**config.mk**
```make
export PLATFORM = sky130hd
export DESIGN_NAME = cartridge_bank_command_controller_top_flat
export DESIGN_NICKNAME = d
export VERILOG_FILES = /design/src/hw/rtl/cbc_pkg.sv /design/src/hw/rtl/cbc_in_if.sv /design/src/hw/rtl/cbc_out_if.sv /design/src/hw/rtl/cartridge_bank_command_controller_top.sv /design/src/flat_wrapper.sv
export SDC_FILE = /design/constraint.sdc
export NUM_CORES = 1
export LEC_CHECK = 0
export BUFFER_PORTS_ARGS = -buffer_cell sky130_fd_sc_hd__buf_2
export CORE_MARGIN = 2
export CORE_UTILIZATION = 50
export DETAILED_ROUTE_END_ITERATION = 12
export PLACE_DENSITY = 0.86
export SYNTH_ARGS = -nofsm -noshare
export SYNTH_HDL_FRONTEND = slang
export SYNTH_SLANG_ARGS = --single-unit
export TNS_END_PERCENT = 50
```
**constraint.sdc**
```tcl
create_clock -name clk -period 6.61 [get_ports clk]
set_clock_uncertainty 0.1 [all_clocks]
set_input_delay 0.9915 -clock clk [delete_from_list [all_inputs] [get_ports clk]]
set_output_delay 0.9915 -clock clk [all_outputs]
set_load 0.1 [all_outputs]
```
**src/hw/rtl/cbc_pkg.sv**
```systemverilog
`timescale 1ns / 1ps
`default_nettype none
package cbc_pkg;

  // Number of cartridge banks fitted; bank requests above it are dropped
  localparam int unsigned CART_BANKS = 32;

  localparam int unsigned OFFSET_W  = 14;
  localparam int unsigned BYTE_W    = 8;
  localparam int unsigned BANK_SEL_W = 5;
  localparam int unsigned SPECIAL_W = 6;
  localparam int unsigned CFG_ADDR_W = 3;
  localparam int unsigned CFG_DATA_W = 32;

  // Window offsets that act
  localparam logic [OFFSET_W-1:0] OFS_CONFIRM = 14'd0;
  localparam logic [OFFSET_W-1:0] OFS_COMMAND = 14'd1;
  localparam logic [OFFSET_W-1:0] OFS_DATA1   = 14'd2;
  localparam logic [OFFSET_W-1:0] OFS_DATA2   = 14'd3;

  // Command codes
  localparam logic [BYTE_W-1:0] CMD_NONE      = 8'd0;
  localparam logic [BYTE_W-1:0] CMD_BANK_LAST = 8'd32;
  localparam logic [BYTE_W-1:0] CMD_BIOS_A    = 8'd33;
  localparam logic [BYTE_W-1:0] CMD_BIOS_B    = 8'd34;
  localparam logic [BYTE_W-1:0] CMD_CPU_RESET = 8'd36;
  localparam logic [BYTE_W-1:0] CMD_SPECIAL   = 8'd40;

  // data2 bits of the special command
  localparam logic [BYTE_W-1:0] D2_DISABLE = 8'h08;
  localparam logic [BYTE_W-1:0] D2_LOCK    = 8'h04;
  localparam logic [BYTE_W-1:0] D2_NMI     = 8'h02;
  localparam logic [BYTE_W-1:0] D2_RESET   = 8'h01;

  // Configuration register indexes
  localparam logic [0:0] REG_CART_MODE = 1'b0;
  localparam logic [0:0] REG_MACHINE   = 1'b1;

  typedef struct packed {
    logic                  hit;
    logic [SPECIAL_W-1:0]  bank;
  } map_req_t;

  typedef struct packed {
    logic                  map_update;
    logic                  map_source;
    logic [BANK_SEL_W-1:0] bank_select;
    logic                  bios_half;
    logic [SPECIAL_W-1:0]  special_bank;
    logic                  nmi_request;
    logic                  cpu_reset;
    logic                  device_disabled;
    logic                  device_locked;
  } result_t;

  // Mapping request: 1..32 a cartridge bank (if fitted), 33/34 the BIOS
  function automatic map_req_t map_request(input logic [BYTE_W-1:0] num);
    map_req_t r;
    r.hit  = 1'b0;
    r.bank = '0;
    if (num != CMD_NONE && num <= CMD_BANK_LAST) begin
      if (32'(num) <= CART_BANKS) begin
        r.hit  = 1'b1;
        r.bank = num[SPECIAL_W-1:0];
      end
    end else if (num == CMD_BIOS_A || num == CMD_BIOS_B) begin
      r.hit  = 1'b1;
      r.bank = '0;
    end
    return r;
  endfunction

endpackage
`default_nettype wire

```
**src/hw/rtl/cbc_in_if.sv**
```systemverilog
`timescale 1ns / 1ps
`default_nettype none
interface cbc_in_if;
  logic        valid;
  logic        ready;
  logic [13:0] write_offset;
  logic [7:0]  write_value;
  logic        rom_page_bit;

  modport source (output valid, output write_offset, output write_value,
                  output rom_page_bit, input ready);
  modport sink (input valid, input write_offset, input write_value,
                input rom_page_bit, output ready);
endinterface
`default_nettype wire

```
**src/hw/rtl/cbc_out_if.sv**
```systemverilog
`timescale 1ns / 1ps
`default_nettype none
interface cbc_out_if;
  logic       valid;
  logic       ready;
  logic       map_update;
  logic       map_source;
  logic [4:0] bank_select;
  logic       bios_half;
  logic [5:0] special_bank;
  logic       nmi_request;
  logic       cpu_reset;
  logic       device_disabled;
  logic       device_locked;

  modport source (output valid, output map_update, output map_source,
                  output bank_select, output bios_half, output special_bank,
                  output nmi_request, output cpu_reset, output device_disabled,
                  output device_locked, input ready);
  modport sink (input valid, input map_update, input map_source,
                input bank_select, input bios_half, input special_bank,
                input nmi_request, input cpu_reset, input device_disabled,
                input device_locked, output ready);
endinterface
`default_nettype wire

```
**src/hw/rtl/cartridge_bank_command_controller_top.sv**
```systemverilog
// Cartridge bank command controller.
// in_ch carries one CPU write into the low 16K ROM window per transaction
// (offset, data byte, current 128K ROM-select bit). out_ch returns exactly
// one result per write: the mapping now in force, whether this write changed
// it, NMI / CPU-reset pulses, and the disabled / locked flags.
// The cfg_ APB port holds two registers: cart mode enable at 0x0 and the
// 128K machine select at 0x4; writes are single setup+access, pready is tied
// high, reads return the stored bit.
// The result of a write is registered and shows on out_ch from the edge that
// accepts it. One write per cycle unless out_ch stalls; all latch, counter and
// mapping updates settle in the accept cycle into the result register.
// in_ch.ready is high whenever the result register is empty or being drained
// in the same cycle, so a stalled receiver holds the result and stops intake
// after one item; nothing is dropped.
// Reset (rst_n low, synchronous) clears every latch, the pulse counter, the
// disabled and locked flags, both config bits, and maps the BIOS.
// The disabled flag is left only through reset.
`timescale 1ns / 1ps
`default_nettype none
module cartridge_bank_command_controller_top (
  input  wire logic                           clk,
  input  wire logic                           rst_n,
  cbc_in_if.sink                              in_ch,
  cbc_out_if.source                           out_ch,
  input  wire logic                           cfg_psel,
  input  wire logic                           cfg_penable,
  input  wire logic                           cfg_pwrite,
  input  wire logic [cbc_pkg::CFG_ADDR_W-1:0] cfg_paddr,
  input  wire logic [cbc_pkg::CFG_DATA_W-1:0] cfg_pwdata,
  output logic      [cbc_pkg::CFG_DATA_W-1:0] cfg_prdata,
  output logic                                cfg_pready
);

  logic                             cart_mode_r;
  logic                             machine_128k_r;

  logic [cbc_pkg::BYTE_W-1:0]       command_r, command_nxt;
  logic [cbc_pkg::BYTE_W-1:0]       data1_r, data1_nxt;
  logic [cbc_pkg::BYTE_W-1:0]       data2_r, data2_nxt;
  logic [cbc_pkg::BYTE_W-1:0]       counted_r, counted_nxt;
  logic [cbc_pkg::BYTE_W-1:0]       pulse_cnt_r, pulse_cnt_nxt;
  logic                             counting_r, counting_nxt;
  logic                             disabled_r, disabled_nxt;
  logic                             locked_r, locked_nxt;
  logic [cbc_pkg::SPECIAL_W-1:0]    bank_r, bank_nxt;

  cbc_pkg::result_t                 res_r, res_nxt;
  logic                             out_valid_r;

  logic                             accept;
  logic                             cfg_wr;
  logic                             upd, nmi, rst;
  cbc_pkg::map_req_t                req;
  logic [cbc_pkg::BYTE_W-1:0]       cc1, pc1;
  logic                             bios;

  function automatic logic [cbc_pkg::BANK_SEL_W-1:0] BANK_SEL_FROM(
    input logic [cbc_pkg::SPECIAL_W-1:0] b);
    logic [cbc_pkg::SPECIAL_W-1:0] m;
    m = b - 6'd1;
    return m[cbc_pkg::BANK_SEL_W-1:0];
  endfunction

  // ---------------- configuration port ----------------
  assign cfg_pready = 1'b1;
  assign cfg_wr     = cfg_psel && cfg_penable && cfg_pwrite;

  always_ff @(posedge clk) begin
    if (!rst_n) begin
      cart_mode_r    <= 1'b0;
      machine_128k_r <= 1'b0;
    end else if (cfg_wr) begin
      case (cfg_paddr[2])
        cbc_pkg::REG_CART_MODE: cart_mode_r    <= cfg_pwdata[0];
        cbc_pkg::REG_MACHINE:   machine_128k_r <= cfg_pwdata[0];
        default: ;
      endcase
    end
  end

  always_comb begin
    cfg_prdata = '0;
    case (cfg_paddr[2])
      cbc_pkg::REG_CART_MODE: cfg_prdata[0] = cart_mode_r;
      cbc_pkg::REG_MACHINE:   cfg_prdata[0] = machine_128k_r;
      default:                cfg_prdata    = '0;
    endcase
  end

  // ---------------- handshake ----------------
  assign in_ch.ready = !out_valid_r || out_ch.ready;
  assign accept      = in_ch.valid && in_ch.ready;

  // ---------------- command decode ----------------
  always_comb begin
    command_nxt   = command_r;
    data1_nxt     = data1_r;
    data2_nxt     = data2_r;
    counted_nxt   = counted_r;
    pulse_cnt_nxt = pulse_cnt_r;
    counting_nxt  = counting_r;
    disabled_nxt  = disabled_r;
    locked_nxt    = locked_r;
    bank_nxt      = bank_r;
    upd           = 1'b0;
    nmi           = 1'b0;
    rst           = 1'b0;
    req           = '0;
    // a new count run starts from the written value
    cc1           = counting_r ? counted_r : in_ch.write_value;
    pc1           = (counting_r ? pulse_cnt_r : '0) + 8'd1;

    if (cart_mode_r && !disabled_r) begin
      case (in_ch.write_offset)
        cbc_pkg::OFS_CONFIRM: begin
          if (command_r == cbc_pkg::CMD_SPECIAL) begin
            if (data1_r != cbc_pkg::CMD_NONE && data1_r <= cbc_pkg::CMD_BIOS_A)
              req = cbc_pkg::map_request(data1_r);
            if ((data2_r & cbc_pkg::D2_DISABLE) != '0) disabled_nxt = 1'b1;
            if ((data2_r & cbc_pkg::D2_LOCK) != '0)    locked_nxt   = 1'b1;
            nmi = (data2_r & cbc_pkg::D2_NMI) != '0;
            rst = (data2_r & cbc_pkg::D2_RESET) != '0;
          end else if (command_r != cbc_pkg::CMD_NONE
                       && command_r <= cbc_pkg::CMD_BIOS_B) begin
            req = cbc_pkg::map_request(command_r);
          end else if (command_r == cbc_pkg::CMD_CPU_RESET) begin
            rst = 1'b1;
          end
          counting_nxt = 1'b0;
        end
        cbc_pkg::OFS_COMMAND: begin
          command_nxt   = in_ch.write_value;
          counted_nxt   = cc1;
          pulse_cnt_nxt = pc1;
          counting_nxt  = 1'b1;
          if (in_ch.write_value < cbc_pkg::CMD_SPECIAL && pc1 == cc1) begin
            if (cc1 != cbc_pkg::CMD_NONE && cc1 <= cbc_pkg::CMD_BIOS_B)
              req = cbc_pkg::map_request(cc1);
            else if (cc1 == cbc_pkg::CMD_CPU_RESET)
              rst = 1'b1;
            counting_nxt = 1'b0;
          end else if (cc1 != in_ch.write_value) begin
            // command changed mid-count: restart on the new one
            pulse_cnt_nxt = 8'd1;
            counted_nxt   = in_ch.write_value;
          end
        end
        cbc_pkg::OFS_DATA1: data1_nxt = in_ch.write_value;
        cbc_pkg::OFS_DATA2: data2_nxt = in_ch.write_value;
        default: ;
      endcase
    end

    if (req.hit) begin
      upd      = 1'b1;
      bank_nxt = req.bank;
    end

    bios                     = (bank_nxt == '0);
    res_nxt.map_update       = upd;
    res_nxt.map_source       = bios;
    res_nxt.bank_select      = bios ? '0 : BANK_SEL_FROM(bank_nxt);
    res_nxt.bios_half        = bios && machine_128k_r && in_ch.rom_page_bit;
    res_nxt.special_bank     = bank_nxt;
    res_nxt.nmi_request      = nmi;
    res_nxt.cpu_reset        = rst;
    res_nxt.device_disabled  = disabled_nxt;
    res_nxt.device_locked    = locked_nxt;
  end

  // ---------------- state and result registers ----------------
  always_ff @(posedge clk) begin
    if (!rst_n) begin
      command_r   <= '0;
      data1_r     <= '0;
      data2_r     <= '0;
      counted_r   <= '0;
      pulse_cnt_r <= '0;
      counting_r  <= 1'b0;
      disabled_r  <= 1'b0;
      locked_r    <= 1'b0;
      bank_r      <= '0;
      out_valid_r <= 1'b0;
    end else begin
      if (accept) begin
        command_r   <= command_nxt;
        data1_r     <= data1_nxt;
        data2_r     <= data2_nxt;
        counted_r   <= counted_nxt;
        pulse_cnt_r <= pulse_cnt_nxt;
        counting_r  <= counting_nxt;
        disabled_r  <= disabled_nxt;
        locked_r    <= locked_nxt;
        bank_r      <= bank_nxt;
        out_valid_r <= 1'b1;
      end else if (out_ch.ready) begin
        out_valid_r <= 1'b0;
      end
    end
  end

  always_ff @(posedge clk) begin
    if (accept) res_r <= res_nxt;
  end

  assign out_ch.valid           = out_valid_r;
  assign out_ch.map_update      = res_r.map_update;
  assign out_ch.map_source      = res_r.map_source;
  assign out_ch.bank_select     = res_r.bank_select;
  assign out_ch.bios_half       = res_r.bios_half;
  assign out_ch.special_bank    = res_r.special_bank;
  assign out_ch.nmi_request     = res_r.nmi_request;
  assign out_ch.cpu_reset       = res_r.cpu_reset;
  assign out_ch.device_disabled = res_r.device_disabled;
  assign out_ch.device_locked   = res_r.device_locked;

endmodule
`default_nettype wire

```
**src/flat_wrapper.sv**
```systemverilog
// flat-port wrapper written by rule: the top's interface ports become plain ports
module cartridge_bank_command_controller_top_flat 
  (clk, rst_n, cfg_psel, cfg_penable, cfg_pwrite, cfg_paddr, cfg_pwdata, cfg_prdata, cfg_pready, in_ch_valid, in_ch_write_offset, in_ch_write_value, in_ch_rom_page_bit, in_ch_ready, out_ch_valid, out_ch_map_update, out_ch_map_source, out_ch_bank_select, out_ch_bios_half, out_ch_special_bank, out_ch_nmi_request, out_ch_cpu_reset, out_ch_device_disabled, out_ch_device_locked, out_ch_ready);
  cbc_in_if in_ch_i ();
  cbc_out_if out_ch_i ();
  input  wire logic clk;
  input  wire logic rst_n;
  input  wire logic cfg_psel;
  input  wire logic cfg_penable;
  input  wire logic cfg_pwrite;
  input  wire logic [cbc_pkg::CFG_ADDR_W-1:0] cfg_paddr;
  input  wire logic [cbc_pkg::CFG_DATA_W-1:0] cfg_pwdata;
  output logic      [cbc_pkg::CFG_DATA_W-1:0] cfg_prdata;
  output logic cfg_pready;
  input wire logic [$bits(in_ch_i.valid)-1:0] in_ch_valid;
  input wire logic [$bits(in_ch_i.write_offset)-1:0] in_ch_write_offset;
  input wire logic [$bits(in_ch_i.write_value)-1:0] in_ch_write_value;
  input wire logic [$bits(in_ch_i.rom_page_bit)-1:0] in_ch_rom_page_bit;
  output wire logic [$bits(in_ch_i.ready)-1:0] in_ch_ready;
  output wire logic [$bits(out_ch_i.valid)-1:0] out_ch_valid;
  output wire logic [$bits(out_ch_i.map_update)-1:0] out_ch_map_update;
  output wire logic [$bits(out_ch_i.map_source)-1:0] out_ch_map_source;
  output wire logic [$bits(out_ch_i.bank_select)-1:0] out_ch_bank_select;
  output wire logic [$bits(out_ch_i.bios_half)-1:0] out_ch_bios_half;
  output wire logic [$bits(out_ch_i.special_bank)-1:0] out_ch_special_bank;
  output wire logic [$bits(out_ch_i.nmi_request)-1:0] out_ch_nmi_request;
  output wire logic [$bits(out_ch_i.cpu_reset)-1:0] out_ch_cpu_reset;
  output wire logic [$bits(out_ch_i.device_disabled)-1:0] out_ch_device_disabled;
  output wire logic [$bits(out_ch_i.device_locked)-1:0] out_ch_device_locked;
  input wire logic [$bits(out_ch_i.ready)-1:0] out_ch_ready;
  assign in_ch_i.valid = in_ch_valid;
  assign in_ch_i.write_offset = in_ch_write_offset;
  assign in_ch_i.write_value = in_ch_write_value;
  assign in_ch_i.rom_page_bit = in_ch_rom_page_bit;
  assign in_ch_ready = in_ch_i.ready;
  assign out_ch_valid = out_ch_i.valid;
  assign out_ch_map_update = out_ch_i.map_update;
  assign out_ch_map_source = out_ch_i.map_source;
  assign out_ch_bank_select = out_ch_i.bank_select;
  assign out_ch_bios_half = out_ch_i.bios_half;
  assign out_ch_special_bank = out_ch_i.special_bank;
  assign out_ch_nmi_request = out_ch_i.nmi_request;
  assign out_ch_cpu_reset = out_ch_i.cpu_reset;
  assign out_ch_device_disabled = out_ch_i.device_disabled;
  assign out_ch_device_locked = out_ch_i.device_locked;
  assign out_ch_i.ready = out_ch_ready;
  cartridge_bank_command_controller_top u_core (.clk(clk), .rst_n(rst_n), .in_ch(in_ch_i), .out_ch(out_ch_i), .cfg_psel(cfg_psel), .cfg_penable(cfg_penable), .cfg_pwrite(cfg_pwrite), .cfg_paddr(cfg_paddr), .cfg_pwdata(cfg_pwdata), .cfg_prdata(cfg_prdata), .cfg_pready(cfg_pready));
endmodule
```
# Word-level counts from Yosys, hierarchy flattened
# Index checks and enable logic that the tools add are counted.
# totals
ff_bits	66
inputBits	65
output_inout_bits	53
word_cells	125
# classes
n_addsub	2
n_lt_le_gt_ge	10
n_eq_ne	14
n_mux	44
bitwise_logic	1
reduce_logical	33
# op_table
cell	n
$mux W7	15
$eq A8 B6 Y1 const B	9
$le A8 B6 Y1 const B	9
$mux W8	6
$eq A14 B2 Y1 const B	2
$reduce_bool A8 Y1	3
$mux W1	18
$reduce_and A3 Y1	5
$eq A14 B1 Y1 const B	1
$logic_not A14 Y1	1
$pmux W7 S2	1
$logic_and A1 B1 Y1	13
$add A8 B1 Y8 const B	1
$eq A8 B8 Y1	1
$lt A8 B6 Y1 const B	1
$ne A8 B8 Y1	1
$logic_not A6 Y1	1
$mux W6	1
$pmux W1 S2	3
$sub A5 B1 Y5 const B	1
$logic_or A1 B1 Y1	4
$reduce_and A2 Y1	2
$reduce_bool A2 Y1	2
$logic_not A1 Y1	2
$not A1 Y1	1

# Logic depth before layout (Yosys ltp)
# logic_depth
ltp_word	13
ltp_mapped	19
ltp_nobuf	15

# Least setup slack after synthesis
# No wires, ideal clock.
# synth_timing
path_kind	register to register
startpoint	reg u_core.counting_r
endpoint	reg u_core.res_r, in the netlist u_core.out_ch.bios_half (data pin)
setup_ns	0.255
arrival_time_ns	3.888
path_slack_ns	2.367
stages_incl_launch_ff	20
path_buffers	4
cell_sequence	dfxtp_1 buf_4 buf_4 buf_6 and2_1 ha_1 buf_2 nand3_1 mux2i_1 xor2_1 or4_4 nor4_1 a21o_1 nor2_1 or2_2 ha_1 inv_1 a211o_1 nor4_4 and3_1
# synth_rtl
element	line	text
from (decl)	cartridge_bank_command_controller_top.sv:42	logic counting_r, counting_nxt;
from (signal assigned)	cartridge_bank_command_controller_top.sv:191	counting_r <= counting_nxt;
to (signal assigned)	cartridge_bank_command_controller_top.sv:203	if (accept) res_r <= res_nxt;
to (decl)	cartridge_bank_command_controller_top.sv:47	cbc_pkg::result_t res_r, res_nxt;

==> impl_metrics.ini <==
[placed_design]
dp_hpwl_mm = 6.47
gp_congestion = 0.919
place_area_um2 = 4150
numPortBuffers = 52

[global_routing]
grt-ovfl-total = 0
grt_pass1_vias = 3178
grt_usage_pct = 21.6
grt_max_degree = 49
grt_pass1_wl_mm = 14.9
antenna_found_initial = 0

[sta]
rsz0062_at_grt = no
relSlewSlack_pct = 23.9
drv_slew = 0
finalHoldViolCount = 0
min_period_over_period_pct = 68.8
worst_pin_slew_ns = 1.14
period_minus_slack_ns = 4.55
tns_ns = 0
setup_viol = 0
max_freq_ghz = 0.220

[synth]
synth_area_leaders = dfxtp_1, edfxtp_1, buf_4, mux2i_1, nand2_1
synth_top_area_cell = dfxtp_1
synth.top_cell.area_share_pct = 24.2
synth_cell_types = 64
avgSynthCellArea_um2 = 8.91
synthCells = 446
ys_seq_area_share_pct = 37.8
synth_seq_cells = 66
yosys_warnings = 0
synthFlopType = dfxtp_1
netlist_area_um2 = 3980
async_flop_share_pct = 0
synth-edff-count = 18

[detailed_routing]
vias_per_cell = 5.60
ant_nets = 0
met2_length_mm = 4.32
top_layer_used = met4
met3_length_um = 646
detail_route.wirelength_mm = 9.10
route.detailed.drc = 0
wl_met1_mm = 3.96
first_iter_violations = 307
detail_route.wl_per_cell_um = 15.3
drtPass1Iterations = 4
via_count = 3330

[clock_tree]
path_clk_slew_ns = 0.08
post_cts.repair.setup_buffers = 0
clock-sinks = 66
insertion_delay_ns = 0.35
htreeDepth = 3
cts_buffer_depth = 2
numCtsBuffers = 9
cts_resized = 0
cts_tree = yes
ctsHoldBuffers = 0
root_buffer = clkbuf_8

[layout]
mostFrequentLayoutCells = buf_2, nand2_1, dfxtp_1, conb_1, nor2_1
nets = 555
final_common_cell = buf_2
area_delta_synth_final_pct = 8.78
nFillCells = 702
fin_area_um2 = 4320
antenna_cells = 0
layout-drive-gt1-share_pct = 17.2

[floorplanning]
core_um2 = 7730
dieWidth_um = 93.2
rows = 32
ioPinCount = 118
dieHeight_um = 93.2
die_area_um2 = 8680
start_util_pct = 51.4

[power_and_ir_drop]
power.density_nw_per_um2 = 215
peakVddDrop_v = 0.000116
leakage_nw = 1.70

[setup_path]
rrSetupSlack_ns = 2.06
reg2reg_from = u_core.counting_r
timing.rr.end = u_core.out_ch.bios_half
worst_ep_required_time_ns = 6.62
crit_type = flop to flop
ff2ff_path_depth = 16
start_kind = flop
cp-end-kind = flop
cp_data_arrival_time_ns = 4.56
cp_max_fo = 32

[run_status]
status = finished clean

[min_path]
hold_path.class = flop to flop
worstHoldStart = u_core.bank_r[4]
hold_path_end = u_core.bank_r[4]
hold_path_depth = 2

[flow_run]
drv_cap = 0
==> registers in the layout (all words and copies together) (netlist names) <==
signal                         flops
u_core.pulse_cnt_r                 8
u_core.out_ch.bios_half            1
u_core.out_ch.device_locked        1
u_core.out_ch.device_disabled      1
u_core.bank_r                      6
u_core.out_ch.bank_select          5
u_core.data1_r                     8
u_core.counting_r                  1
u_core.out_ch.cpu_reset            1
u_core.disabled_r                  1
u_core.cart_mode_r                 1
u_core.locked_r                    1
u_core.counted_r                   8
u_core.data2_r                     4
u_core.out_ch.special_bank         6
u_core.machine_128k_r              1
u_core.out_ch.valid                1
u_core.out_ch.nmi_request          1
u_core.out_ch.map_update           1
u_core.out_ch.map_source           1
u_core.command_r                   8
==> layout make-up <==
type,count,area (um^2),area share [%]
Sequential cell,66,1500,34.7
Inverter,10,37.5,0.868
Multi-Input combinational cell,348,2210,51.1
Clock buffer,10,138,3.18
Clock inverter,6,41.3,0.955
Timing Repair Buffer,53,268,6.19
Tap cell,102,128,2.95
==> cells by family after synthesis <==
logic type	Yosys count	share of synthesized area, %
adder cells (fa/ha/maj)	3	0.881
AND/OR/NAND/NOR	187	25.0
other	2	0.189
XOR/XNOR	18	4.15
AO/OA/AOI/OAI	76	14.0
multiplexers	32	8.44
buffers and inverters	62	9.57
flip-flops	66	37.8
==> layer usage <==
layer	vias to the layer above	GRT usage (%)
met5	-	0
met4	0	9.68
met3	18	5.24
met2	138	34.1
met1	1578	28.1
li1	1596	-
==> worst max path at each step <==
stage                     slack (ns)             startpoint                           end  depth (start not counted)
after CTS                       2.11      u_core.counting_r       u_core.out_ch.bios_half                         16
after global routing            1.84      u_core.counting_r       u_core.out_ch.bios_half                         16
after global placement          2.01  in_ch_write_offset[7]  u_core.out_ch.bank_select[3]                         12
final                           2.06      u_core.counting_r       u_core.out_ch.bios_half                         16
after floorplan                 2.37      u_core.counting_r       u_core.out_ch.bios_half                         19
after detailed placement        1.95  in_ch_write_offset[7]  u_core.out_ch.bank_select[3]                         12
==> synth_stat cells, types with 3 or more instances <==
master,n
nand3_1,13
and2_1,4
dfxtp_1,48
clkbuf_1,14
nor4_1,9
mux2_2,4
a21o_1,8
nand2b_1,6
nand3b_1,7
xor2_1,13
nor2b_1,26
edfxtp_1,18
and4_1,3
buf_4,35
o21ai_0,8
nand2_1,49
a21boi_0,17
nor3b_1,3
a21oi_1,13
o31ai_1,3
nand4_1,7
o211a_1,4
or2_2,3
nor3_1,15
xnor2_1,4
inv_1,9
mux2i_1,25
nor2_1,31
==> critical path, cell delays in order, from the launching register on <==
cell	delay, ns
dfxtp_1	0.31
buf_4	0.30
and2_1	0.18
ha_1	0.36
nand3_1	0.14
mux2i_1	0.26
xor2_1	0.11
or4_4	0.57
nor4_1	0.66
a21o_1	0.23
nor2_1	0.05
or2_2	0.30
ha_1	0.19
inv_1	0.07
a211o_1	0.19
nor4_4	0.08
and3_1	0.20
==> power breakdown <==
part	switching (W)	internal [W]	leakage (nW)	total, W
sequential	0.00000235	0.000424	0.567	0.000426
clock	0.000161	0.000146	0.0863	0.000308
combinational	0.000168	0.0000257	1.05	0.000194
==> per-stage QoR <==
step                worst slack (ns)  std cells  power [W]  utilization, %  hold slack [ns]
CTS                             2.11        595   0.000929            56.0            0.371
global route                    1.84        595   0.000956            56.0            0.398
global placement                2.01        579   0.000626            53.6            0.349
floorplan                       2.37        476   0.000617               -            0.341
detailed placement              1.95        579   0.000629            53.6            0.362
finish                          2.06        595   0.000928            56.0            0.368
(Power assumes the default switching activity.)
